$ cat src/sv/ehsp_pkg.sv
// shared types and constants of the extruder heater and stepper panel
`default_nettype none

package ehsp_pkg;

  localparam int unsigned InW      = 16;  // input tdata width
  localparam int unsigned OutW     = 48;  // output tdata width
  localparam int unsigned CfgIdxW  = 2;
  localparam int unsigned CfgDataW = 16;
  localparam int unsigned ProdW    = 18;  // rpm times steps per rotation
  localparam int unsigned QuotW    = 16;
  localparam int unsigned DivCntW  = 4;

  // configuration register indexes
  localparam logic [CfgIdxW-1:0] CFG_STEPS_PER_ROT = 2'd0;
  localparam logic [CfgIdxW-1:0] CFG_SAMPLE_IVL    = 2'd1;

  // button numbers inside the level vector
  localparam int unsigned BTN_TEMP_UP   = 0;
  localparam int unsigned BTN_TEMP_DOWN = 1;
  localparam int unsigned BTN_STEP_SIZE = 2;
  localparam int unsigned BTN_SPEED_UP  = 3;
  localparam int unsigned BTN_SPEED_DN  = 4;
  localparam int unsigned BTN_RUN       = 5;

  localparam logic [9:0]       TARGET_MAX    = 10'd999;
  localparam logic [9:0]       RPM_MAX       = 10'd999;
  localparam logic [9:0]       RPM_STEP      = 10'd10;
  localparam logic [6:0]       STEP_ONE      = 7'd1;
  localparam logic [6:0]       STEP_TEN      = 7'd10;
  localparam logic [6:0]       STEP_HUNDRED  = 7'd100;
  localparam logic [QuotW-1:0] DELAY_NUM     = 16'd60000;
  localparam logic [7:0]       SPR_RESET     = 8'd5;
  localparam logic [15:0]      SAMPLE_RESET  = 16'd1000;
  localparam logic [DivCntW-1:0] DIV_LAST    = 4'd15;

  // controller to datapath
  typedef struct packed {
    logic latch_in;
    logic update;
    logic mul;
    logic div_step;
    logic div_last;
    logic clear_delay;
    logic step;
    logic load_out;
  } cmd_t;

  // datapath to controller
  typedef struct packed {
    logic reload;
    logic prod_zero;
    logic out_free;
  } sts_t;

endpackage

`default_nettype wire

$ cat src/sv/ehsp_ctrl.sv
// sequencing state machine of the panel
`default_nettype none

module ehsp_ctrl (
  input  wire              clk_i,
  input  wire              rst_ni,
  input  wire              in_valid_i,
  output logic             in_ready_o,
  input  ehsp_pkg::sts_t   sts_i,
  output ehsp_pkg::cmd_t   cmd_o
);

  typedef enum logic [2:0] {
    ST_IDLE,
    ST_UPD,
    ST_MUL,
    ST_DIV,
    ST_STEP,
    ST_OUT
  } state_e;

  state_e                         state_q, state_d;
  logic [ehsp_pkg::DivCntW-1:0]   cnt_q, cnt_d;

  always_comb begin
    state_d    = state_q;
    cnt_d      = cnt_q;
    cmd_o      = '0;
    in_ready_o = 1'b0;
    unique case (state_q)
      ST_IDLE: begin
        in_ready_o     = 1'b1;
        cmd_o.latch_in = in_valid_i;
        if (in_valid_i) state_d = ST_UPD;
      end
      ST_UPD: begin
        cmd_o.update = 1'b1;
        state_d      = sts_i.reload ? ST_MUL : ST_STEP;
      end
      ST_MUL: begin
        cmd_o.mul = 1'b1;
        cnt_d     = '0;
        state_d   = ST_DIV;
      end
      ST_DIV: begin
        if (sts_i.prod_zero) begin
          cmd_o.clear_delay = 1'b1;
          state_d           = ST_STEP;
        end else begin
          cmd_o.div_step = 1'b1;
          cnt_d          = cnt_q + 1'b1;
          if (cnt_q == ehsp_pkg::DIV_LAST) begin
            cmd_o.div_last = 1'b1;
            state_d        = ST_STEP;
          end
        end
      end
      ST_STEP: begin
        cmd_o.step = 1'b1;
        state_d    = ST_OUT;
      end
      ST_OUT: begin
        if (sts_i.out_free) begin
          cmd_o.load_out = 1'b1;
          state_d        = ST_IDLE;
        end
      end
      default: state_d = ST_IDLE;
    endcase
  end

  always_ff @(posedge clk_i or negedge rst_ni) begin
    if (!rst_ni) begin
      state_q <= ST_IDLE;
      cnt_q   <= '0;
    end else begin
      state_q <= state_d;
      cnt_q   <= cnt_d;
    end
  end

endmodule

`default_nettype wire

$ cat src/sv/ehsp_dp.sv
// panel datapath: settings, buttons, sampling, step delay divider, stepping, result register
`default_nettype none

module ehsp_dp (
  input  wire                              clk_i,
  input  wire                              rst_ni,
  input  ehsp_pkg::cmd_t                   cmd_i,
  output ehsp_pkg::sts_t                   sts_o,
  input  wire [ehsp_pkg::InW-1:0]          in_data_i,
  input  wire                              cfg_we_i,
  input  wire [ehsp_pkg::CfgIdxW-1:0]      cfg_index_i,
  input  wire [ehsp_pkg::CfgDataW-1:0]     cfg_data_i,
  input  wire                              out_ready_i,
  output logic                             out_valid_o,
  output logic [ehsp_pkg::OutW-1:0]        out_data_o
);

  // configuration
  logic [7:0]  spr_q;
  logic [15:0] ivl_q;

  // latched tick
  logic [5:0]  lvl_q;
  logic [9:0]  adc_q;

  // panel state
  logic [5:0]  armed_q;
  logic [6:0]  ss_q, ss_d;
  logic [9:0]  tgt_q, tgt_d;
  logic [9:0]  rpm_q, rpm_d;
  logic        run_q;
  logic [1:0]  phase_q;
  logic [3:0]  coil_q;
  logic [15:0] delay_q;
  logic [16:0] step_el_q;
  logic [15:0] smp_el_q;
  logic [9:0]  cur_q;

  // divider
  logic [ehsp_pkg::ProdW-1:0] prod_q;
  logic [ehsp_pkg::ProdW-1:0] rem_q, rem_d;
  logic [ehsp_pkg::QuotW-1:0] quo_q, quo_d;
  logic [ehsp_pkg::ProdW:0]   trial;

  logic [5:0]  press;
  logic [10:0] tgt_sum, rpm_sum;
  logic [9:0]  tgt_up, rpm_up;
  logic [16:0] smp_e;
  logic [17:0] step_e;
  logic        do_step;
  logic        out_valid_q;

  assign press = lvl_q & ~armed_q;

  // button arithmetic, in the order step size, target up/down, rpm up/down
  always_comb begin
    ss_d = ss_q;
    if (press[ehsp_pkg::BTN_STEP_SIZE]) begin
      priority if (ss_q == ehsp_pkg::STEP_ONE) ss_d = ehsp_pkg::STEP_TEN;
      else if (ss_q == ehsp_pkg::STEP_TEN)     ss_d = ehsp_pkg::STEP_HUNDRED;
      else                                     ss_d = ehsp_pkg::STEP_ONE;
    end

    tgt_sum = {1'b0, tgt_q} + {4'b0, ss_d};
    tgt_up  = tgt_q;
    if (press[ehsp_pkg::BTN_TEMP_UP]) begin
      tgt_up = (tgt_sum > {1'b0, ehsp_pkg::TARGET_MAX}) ? ehsp_pkg::TARGET_MAX
                                                         : tgt_sum[9:0];
    end
    tgt_d = tgt_up;
    if (press[ehsp_pkg::BTN_TEMP_DOWN]) begin
      tgt_d = (tgt_up > {3'b0, ss_d}) ? tgt_up - {3'b0, ss_d} : '0;
    end

    rpm_sum = {1'b0, rpm_q} + {1'b0, ehsp_pkg::RPM_STEP};
    rpm_up  = rpm_q;
    if (press[ehsp_pkg::BTN_SPEED_UP]) begin
      rpm_up = (rpm_sum > {1'b0, ehsp_pkg::RPM_MAX}) ? ehsp_pkg::RPM_MAX : rpm_sum[9:0];
    end
    rpm_d = rpm_up;
    if (press[ehsp_pkg::BTN_SPEED_DN]) begin
      rpm_d = (rpm_up > ehsp_pkg::RPM_STEP) ? rpm_up - ehsp_pkg::RPM_STEP : '0;
    end
  end

  assign smp_e  = {1'b0, smp_el_q} + 17'd1;
  assign step_e = {1'b0, step_el_q} + 18'd1;
  assign do_step = run_q && (delay_q != '0) && (step_e > {2'b0, delay_q});

  // one restoring division step per cycle
  always_comb begin
    trial = {rem_q, quo_q[ehsp_pkg::QuotW-1]};
    if (trial >= {1'b0, prod_q}) begin
      rem_d = ehsp_pkg::ProdW'(trial - {1'b0, prod_q});
      quo_d = {quo_q[ehsp_pkg::QuotW-2:0], 1'b1};
    end else begin
      rem_d = trial[ehsp_pkg::ProdW-1:0];
      quo_d = {quo_q[ehsp_pkg::QuotW-2:0], 1'b0};
    end
  end

  assign sts_o.reload    = press[ehsp_pkg::BTN_SPEED_UP] | press[ehsp_pkg::BTN_SPEED_DN];
  assign sts_o.prod_zero = (prod_q == '0);
  assign sts_o.out_free  = !out_valid_q || out_ready_i;

  always_ff @(posedge clk_i or negedge rst_ni) begin
    if (!rst_ni) begin
      spr_q     <= ehsp_pkg::SPR_RESET;
      ivl_q     <= ehsp_pkg::SAMPLE_RESET;
      armed_q   <= '0;
      ss_q      <= ehsp_pkg::STEP_ONE;
      tgt_q     <= '0;
      rpm_q     <= '0;
      run_q     <= 1'b0;
      phase_q   <= '0;
      coil_q    <= '0;
      delay_q   <= '0;
      step_el_q <= '0;
      smp_el_q  <= '0;
      cur_q     <= '0;
      out_valid_q <= 1'b0;
    end else begin
      if (cfg_we_i) begin
        unique case (cfg_index_i)
          ehsp_pkg::CFG_STEPS_PER_ROT: spr_q <= cfg_data_i[7:0];
          ehsp_pkg::CFG_SAMPLE_IVL:    ivl_q <= cfg_data_i;
          default: ;
        endcase
      end
      if (cmd_i.update) begin
        if (smp_e > {1'b0, ivl_q}) begin
          cur_q    <= adc_q;
          smp_el_q <= '0;
        end else begin
          smp_el_q <= smp_e[16] ? 16'hFFFF : smp_e[15:0];
        end
        armed_q <= lvl_q;
        ss_q    <= ss_d;
        tgt_q   <= tgt_d;
        rpm_q   <= rpm_d;
        run_q   <= run_q ^ press[ehsp_pkg::BTN_RUN];
      end
      if (cmd_i.clear_delay) delay_q <= '0;
      if (cmd_i.div_last)    delay_q <= quo_d;
      if (cmd_i.step) begin
        if (do_step) begin
          coil_q    <= 4'(4'b0001 << phase_q);
          phase_q   <= phase_q + 1'b1;
          step_el_q <= '0;
        end else begin
          step_el_q <= step_e[17] ? 17'h1FFFF : step_e[16:0];
        end
      end
      if (cmd_i.load_out) begin
        out_valid_q <= 1'b1;
      end else if (out_ready_i) begin
        out_valid_q <= 1'b0;
      end
    end
  end

  // payload registers
  always_ff @(posedge clk_i) begin
    if (cmd_i.latch_in) begin
      lvl_q <= in_data_i[5:0];
      adc_q <= in_data_i[15:6];
    end
    if (cmd_i.mul) begin
      prod_q <= ehsp_pkg::ProdW'(rpm_q) * ehsp_pkg::ProdW'(spr_q);
      rem_q  <= '0;
      quo_q  <= ehsp_pkg::DELAY_NUM;
    end
    if (cmd_i.div_step) begin
      rem_q <= rem_d;
      quo_q <= quo_d;
    end
    if (cmd_i.load_out) begin
      out_data_o <= {5'b0, run_q, rpm_q, ss_q, tgt_q, cur_q, coil_q, cur_q < tgt_q};
    end
  end

  assign out_valid_o = out_valid_q;

endmodule

`default_nettype wire

$ cat src/sv/extruder_heater_stepper_panel_top.sv
// top level of the extruder heater and stepper control panel
`default_nettype none

// One input transaction is one millisecond tick carrying six button levels and
// a temperature reading; each tick gives exactly one result transaction with
// the panel state after that tick. When a speed button was pressed, a tick
// runs through accept, update, multiply, the bit-serial divider that forms
// 60000/(rpm*steps_per_rotation), stepping and result; otherwise it runs
// through accept, update, stepping and result. When the product is zero the
// divider does no division step and clears the step delay instead. The divider
// makes the speed button path the longer one. A finished result sits in an
// output register, so the next tick is taken while it waits; the result cycle
// of that next tick is held until the waiting result has gone. The
// configuration channel is always ready; steps_per_rotation only takes
// effect at the next speed button press.
module extruder_heater_stepper_panel_top (
  input  wire                               clk_i,
  input  wire                               rst_ni,
  // tick stream
  input  wire                               s_axis_tvalid,
  output logic                              s_axis_tready,
  // temp_up_level[0], temp_down_level[1], step_size_level[2], speed_up_level[3],
  // speed_down_level[4], run_toggle_level[5], adc_sample[15:6]
  input  wire  [ehsp_pkg::InW-1:0]          s_axis_tdata,
  // result stream
  output logic                              m_axis_tvalid,
  input  wire                               m_axis_tready,
  // heater_on[0], coil_pattern[4:1], current_level[14:5], target_level[24:15],
  // step_size[31:25], motor_rpm[41:32], motor_running[42], zero fill above
  output logic [ehsp_pkg::OutW-1:0]         m_axis_tdata,
  // configuration writes
  input  wire                               cfg_valid_i,
  output logic                              cfg_ready_o,
  input  wire  [ehsp_pkg::CfgIdxW-1:0]      cfg_index_i,
  input  wire  [ehsp_pkg::CfgDataW-1:0]     cfg_data_i
);

  ehsp_pkg::cmd_t cmd;
  ehsp_pkg::sts_t sts;

  // registers are simple flops, a write transaction is never held off
  assign cfg_ready_o = 1'b1;

  ehsp_ctrl u_ctrl (
    .clk_i      (clk_i),
    .rst_ni     (rst_ni),
    .in_valid_i (s_axis_tvalid),
    .in_ready_o (s_axis_tready),
    .sts_i      (sts),
    .cmd_o      (cmd)
  );

  ehsp_dp u_dp (
    .clk_i       (clk_i),
    .rst_ni      (rst_ni),
    .cmd_i       (cmd),
    .sts_o       (sts),
    .in_data_i   (s_axis_tdata),
    .cfg_we_i    (cfg_valid_i),
    .cfg_index_i (cfg_index_i),
    .cfg_data_i  (cfg_data_i),
    .out_ready_i (m_axis_tready),
    .out_valid_o (m_axis_tvalid),
    .out_data_o  (m_axis_tdata)
  );

`ifndef ASSERT_OFF
  // coil drive is never more than one coil
  a_coil_onehot: assert property (@(posedge clk_i) disable iff (!rst_ni)
    m_axis_tvalid |-> $onehot0(m_axis_tdata[4:1]))
    else $error("coil pattern not one-hot");

  // setpoints stay inside their saturation limits
  a_limits: assert property (@(posedge clk_i) disable iff (!rst_ni)
    m_axis_tvalid |-> (m_axis_tdata[24:15] <= ehsp_pkg::TARGET_MAX) &&
                      (m_axis_tdata[41:32] <= ehsp_pkg::RPM_MAX))
    else $error("target or rpm above limit");

  // step size cycles through its three values only
  a_step_size: assert property (@(posedge clk_i) disable iff (!rst_ni)
    m_axis_tvalid |-> (m_axis_tdata[31:25] == ehsp_pkg::STEP_ONE) ||
                      (m_axis_tdata[31:25] == ehsp_pkg::STEP_TEN) ||
                      (m_axis_tdata[31:25] == ehsp_pkg::STEP_HUNDRED))
    else $error("illegal step size");

  // a tick is not taken in the cycle right after another was taken
  a_one_at_a_time: assert property (@(posedge clk_i) disable iff (!rst_ni)
    (s_axis_tvalid && s_axis_tready) |=> !s_axis_tready)
    else $error("tick taken while busy");
`endif

endmodule

`default_nettype wire

$ cat config.mk
export PLATFORM = sky130hd
export DESIGN_NAME = extruder_heater_stepper_panel_top
export DESIGN_NICKNAME = d
export VERILOG_FILES = /design/src/sv/ehsp_pkg.sv /design/src/sv/ehsp_ctrl.sv /design/src/sv/ehsp_dp.sv /design/src/sv/extruder_heater_stepper_panel_top.sv
export SDC_FILE = /design/constraint.sdc
export NUM_CORES = 1
export LEC_CHECK = 0
export BUFFER_PORTS_ARGS = -buffer_cell sky130_fd_sc_hd__buf_2
export CELL_PAD_IN_SITES_DETAIL_PLACEMENT = 1
export CELL_PAD_IN_SITES_GLOBAL_PLACEMENT = 2
export CORE_ASPECT_RATIO = 0.6
export CORE_MARGIN = 2
export CORE_UTILIZATION = 30
export DETAILED_ROUTE_END_ITERATION = 10
export PLACE_DENSITY_LB_ADDON = 0.1
export SYNTH_ARGS = -nofsm -noshare
export SYNTH_HDL_FRONTEND = slang
export SYNTH_SLANG_ARGS = --single-unit
$ cat constraint.sdc
create_clock -name clk_i -period 8.6 [get_ports clk_i]
set_clock_uncertainty 0.15 [all_clocks]
set_input_delay 0.86 -clock clk_i [delete_from_list [all_inputs] [get_ports clk_i]]
set_output_delay 0.86 -clock clk_i [all_outputs]
set_load 0.01 [all_outputs]
==> impl_metrics.ini <==
[route]
wl_per_cell_um = 18.6
initialDrtViolationCount = 573
firstDrtPassIters = 5
routed_wl_mm = 43.6
vias = 11600
viasPerCell = 4.94
route.detailed.drc = 0
antenna_left = 0

[global_routing]
grt_antenna_before_repair = 0
grt_max_degree = 75
grt_overflow = 0
grt_pass1_wl_mm = 70.1
grt_util_all_layers_pct = 16.1
grt_pass1_vias = 12000

[cts]
clk_pin_slew_worst_paths_ps = 60
cts_sinks = 242
cts_hold_buf = 0
cts-root-buf = clkbuf_16
cts_setup_buffers = 0
clk_path_buf_depth = 3
numCtsBuffers = 27
cts_tree = done
htree_num_levels = 1
clock_latency_ps = 570
cts_resized = 0

[power]
power_mw = 7.02
peakVddDrop_mv = 0.205
leakagePower_nw = 7.91
power_density_mw_per_mm2 = 391

[place]
port_buffers = 83
post-place-ws_ps = 1720
routabilityCongestion = 0.838
dp_hpwl_mm = 32.8

[timing]
holdWs_ps = 159
worst_pin_slew_ps = 1120
fin_setup_tns_ps = 0
rsz0062_at_grt = false
drv_slew = 0
fmax_mhz = 144
hold_viol = 0
relSlewSlack_pct = 24.9
timing.final.ws_setup_ps = 1650
fin_crit_ps = 6950
finalSetupViolCount = 0
timing.final.crit_share_pct = 80.8

[floorplan]
rows = 65
pin_count = 90
core_area_mm2 = 0.0524
dieHeight_um = 182
start_util_pct = 30.2
dieWidth_um = 301
die-area_mm2 = 0.0547

[yosys]
syn_area_mm2 = 0.0158
seq_area_frac_synth_pct = 41.8
post_synth.cell_area_avg_um2 = 10.2
synth_edf_count = 111
synth_seq_cells = 242
yosys_warnings = 0
syn_inst = 1554
synth-main-ff-cell = dfrtp_1
synth_cell_types = 78
synthArstFlopShare_pct = 54.1

[critical_path]
cp_slowest_cell = or4_1
crit_top_cell = o21a_1
arrival_ps = 7260
required_ps = 8900
cp-start-kind = flip-flop
crit_fanout = 8
path_cells = or4_1 -> or3_1 -> o21ai_0 -> o21a_1 -> ha_1 -> nor2b_1 -> o21a_1 -> o21a_1 -> o311ai_0 -> nand3_1 -> a211oi_1 -> nor2_1 -> a22oi_1 -> ha_1 -> a21o_1 -> a21oi_1 -> nor2b_1 -> o31a_1 -> o22a_1 -> a2111o_1 -> a32o_1 -> a31o_2
end_kind = flip-flop
crit_type = flip-flop to flip-flop
cpPeakStageDelay_ps = 580

[finish]
final_cell_mix = inv_1, nand2_1, dfrtp_1
fillers = 5897
final_core_util_pct = 34.3
n_antenna_cell = 0
drive_gt1_share_pct = 12.9
nNetsFinal = 1833
final_common_cell = inv_1
area_delta_synth_final_pct = 13.5

[flow_run]
maxCapViolations = 0

[hold_path]
hold_class = input pin to asynchronous set/reset pin

[outcome]
status = finished, final reports clean
==> sequential cells by signal, summed over array words and instances (netlist names) <==
register          flops
u_ctrl.cnt_q          4
u_ctrl.state_q        3
u_dp.adc_q           10
u_dp.armed_q          6
u_dp.coil_q           4
u_dp.cur_q           10
u_dp.delay_q         16
u_dp.ivl_q           16
u_dp.lvl_q            6
u_dp.out_data_o      43
u_dp.out_valid_o      1
u_dp.phase_q          2
u_dp.prod_q          18
u_dp.quo_q           16
u_dp.rem_q           18
u_dp.rpm_q           10
u_dp.run_q            1
u_dp.smp_el_q        16
u_dp.spr_q            8
u_dp.ss_q             7
u_dp.step_el_q       17
u_dp.tgt_q           10
==> per-stage QoR <==
| step | instance area (µm²) | std cells |
|---|---|---|
| after detailed placement | 17000 | 2296 |
| after floorplan | 15800 | 1558 |
| final | 18000 | 2346 |
| after CTS | 18000 | 2346 |
| after global placement | 17000 | 2296 |
| after global routing | 18000 | 2346 |
==> routing by layer <==
layer	routed length (µm)	part of all wire (%)	track usage, %	vias up
met5	0	0	0	-
met4	615	1.4	2.61	0
met3	1450	3.3	2.29	34
met2	16600	38	21.5	146
met1	25000	57	26.9	5829
li1	-	-	-	5591
==> critical path: cells and delay by family, from the launching register on <==
family,cells,cell delay (ps)
fa+ha+maj,2,590
flops,1,420
compound gates,14,4000
simple gates,6,1660
==> power breakdown <==
group,internal [mW],leakage [nW],total (mW),switching [mW]
clock network,0.774,0.472,1.29,0.518
logic,1.51,4.78,3.73,2.23
registers,1.66,2.66,2.00,0.345
total,3.94,7.91,7.02,3.09
==> cells in the mapped netlist, types with 31 or more instances <==
cell type / instances / area (µm²)
nor2_1: 104 / 390
inv_1: 146 / 548
xor2_1: 31 / 272
fa_1: 51 / 1020
o21ai_0: 54 / 270
xnor2_1: 39 / 342
dfrtp_1: 122 / 3050
nand2_1: 142 / 533
nand3_1: 43 / 215
a21oi_1: 45 / 225
clkbuf_1: 43 / 161
mux2_2: 40 / 450
nor3_1: 37 / 185
and2_1: 56 / 350
edfxtp_1: 111 / 3330
ha_1: 121 / 1510
==> final cells by class <==
type                       count  area, µm²  share of cell area [%]
clock buffer                  34        753                    4.19
clock inverter                16        228                    1.27
inverter                     146        548                    3.05
multi-input combinational   1108       8410                    46.8
sequential                   242       6620                    36.9
tap                          703        880                    4.90
timing repair buffer          97        527                    2.93
==> cells by family (layout without fill, tap and decap cells) <==
group / count (synthesis) / after routing / share of synthesized area (%)
fa+ha+maj: 172 / 172 / 16.0
buf+inv: 208 / 293 / 5.29
other cells: 2 / 6 / 0.0474
simple gates: 517 / 517 / 16.3
xor+xnor: 70 / 70 / 3.87
compound gates: 286 / 286 / 12.6
mux: 57 / 57 / 3.95
flops: 242 / 242 / 41.8
==> path summary, 6_finish.rpt <==
kind / slack (ps) / end / depth (start not counted) / startpoint
setup / recovery: 1650 / u_dp.tgt_q[3] / 22 / u_dp.ss_q[5]
hold / removal: 160 / u_dp.cur_q[0] / 1 / rst_ni
setup reg to reg: 1650 / u_dp.tgt_q[3] / 22 / u_dp.ss_q[5]
hold reg to reg: 300 / u_dp.out_data_o[2] / 0 / u_dp.coil_q[1]
max in group asynchronous: 6830 / u_dp.spr_q[7] / 2 / rst_ni
min in group clk_i: 300 / u_dp.out_data_o[2] / 0 / u_dp.coil_q[1]
No activity file was read; power rests on OpenSTA's default activity.
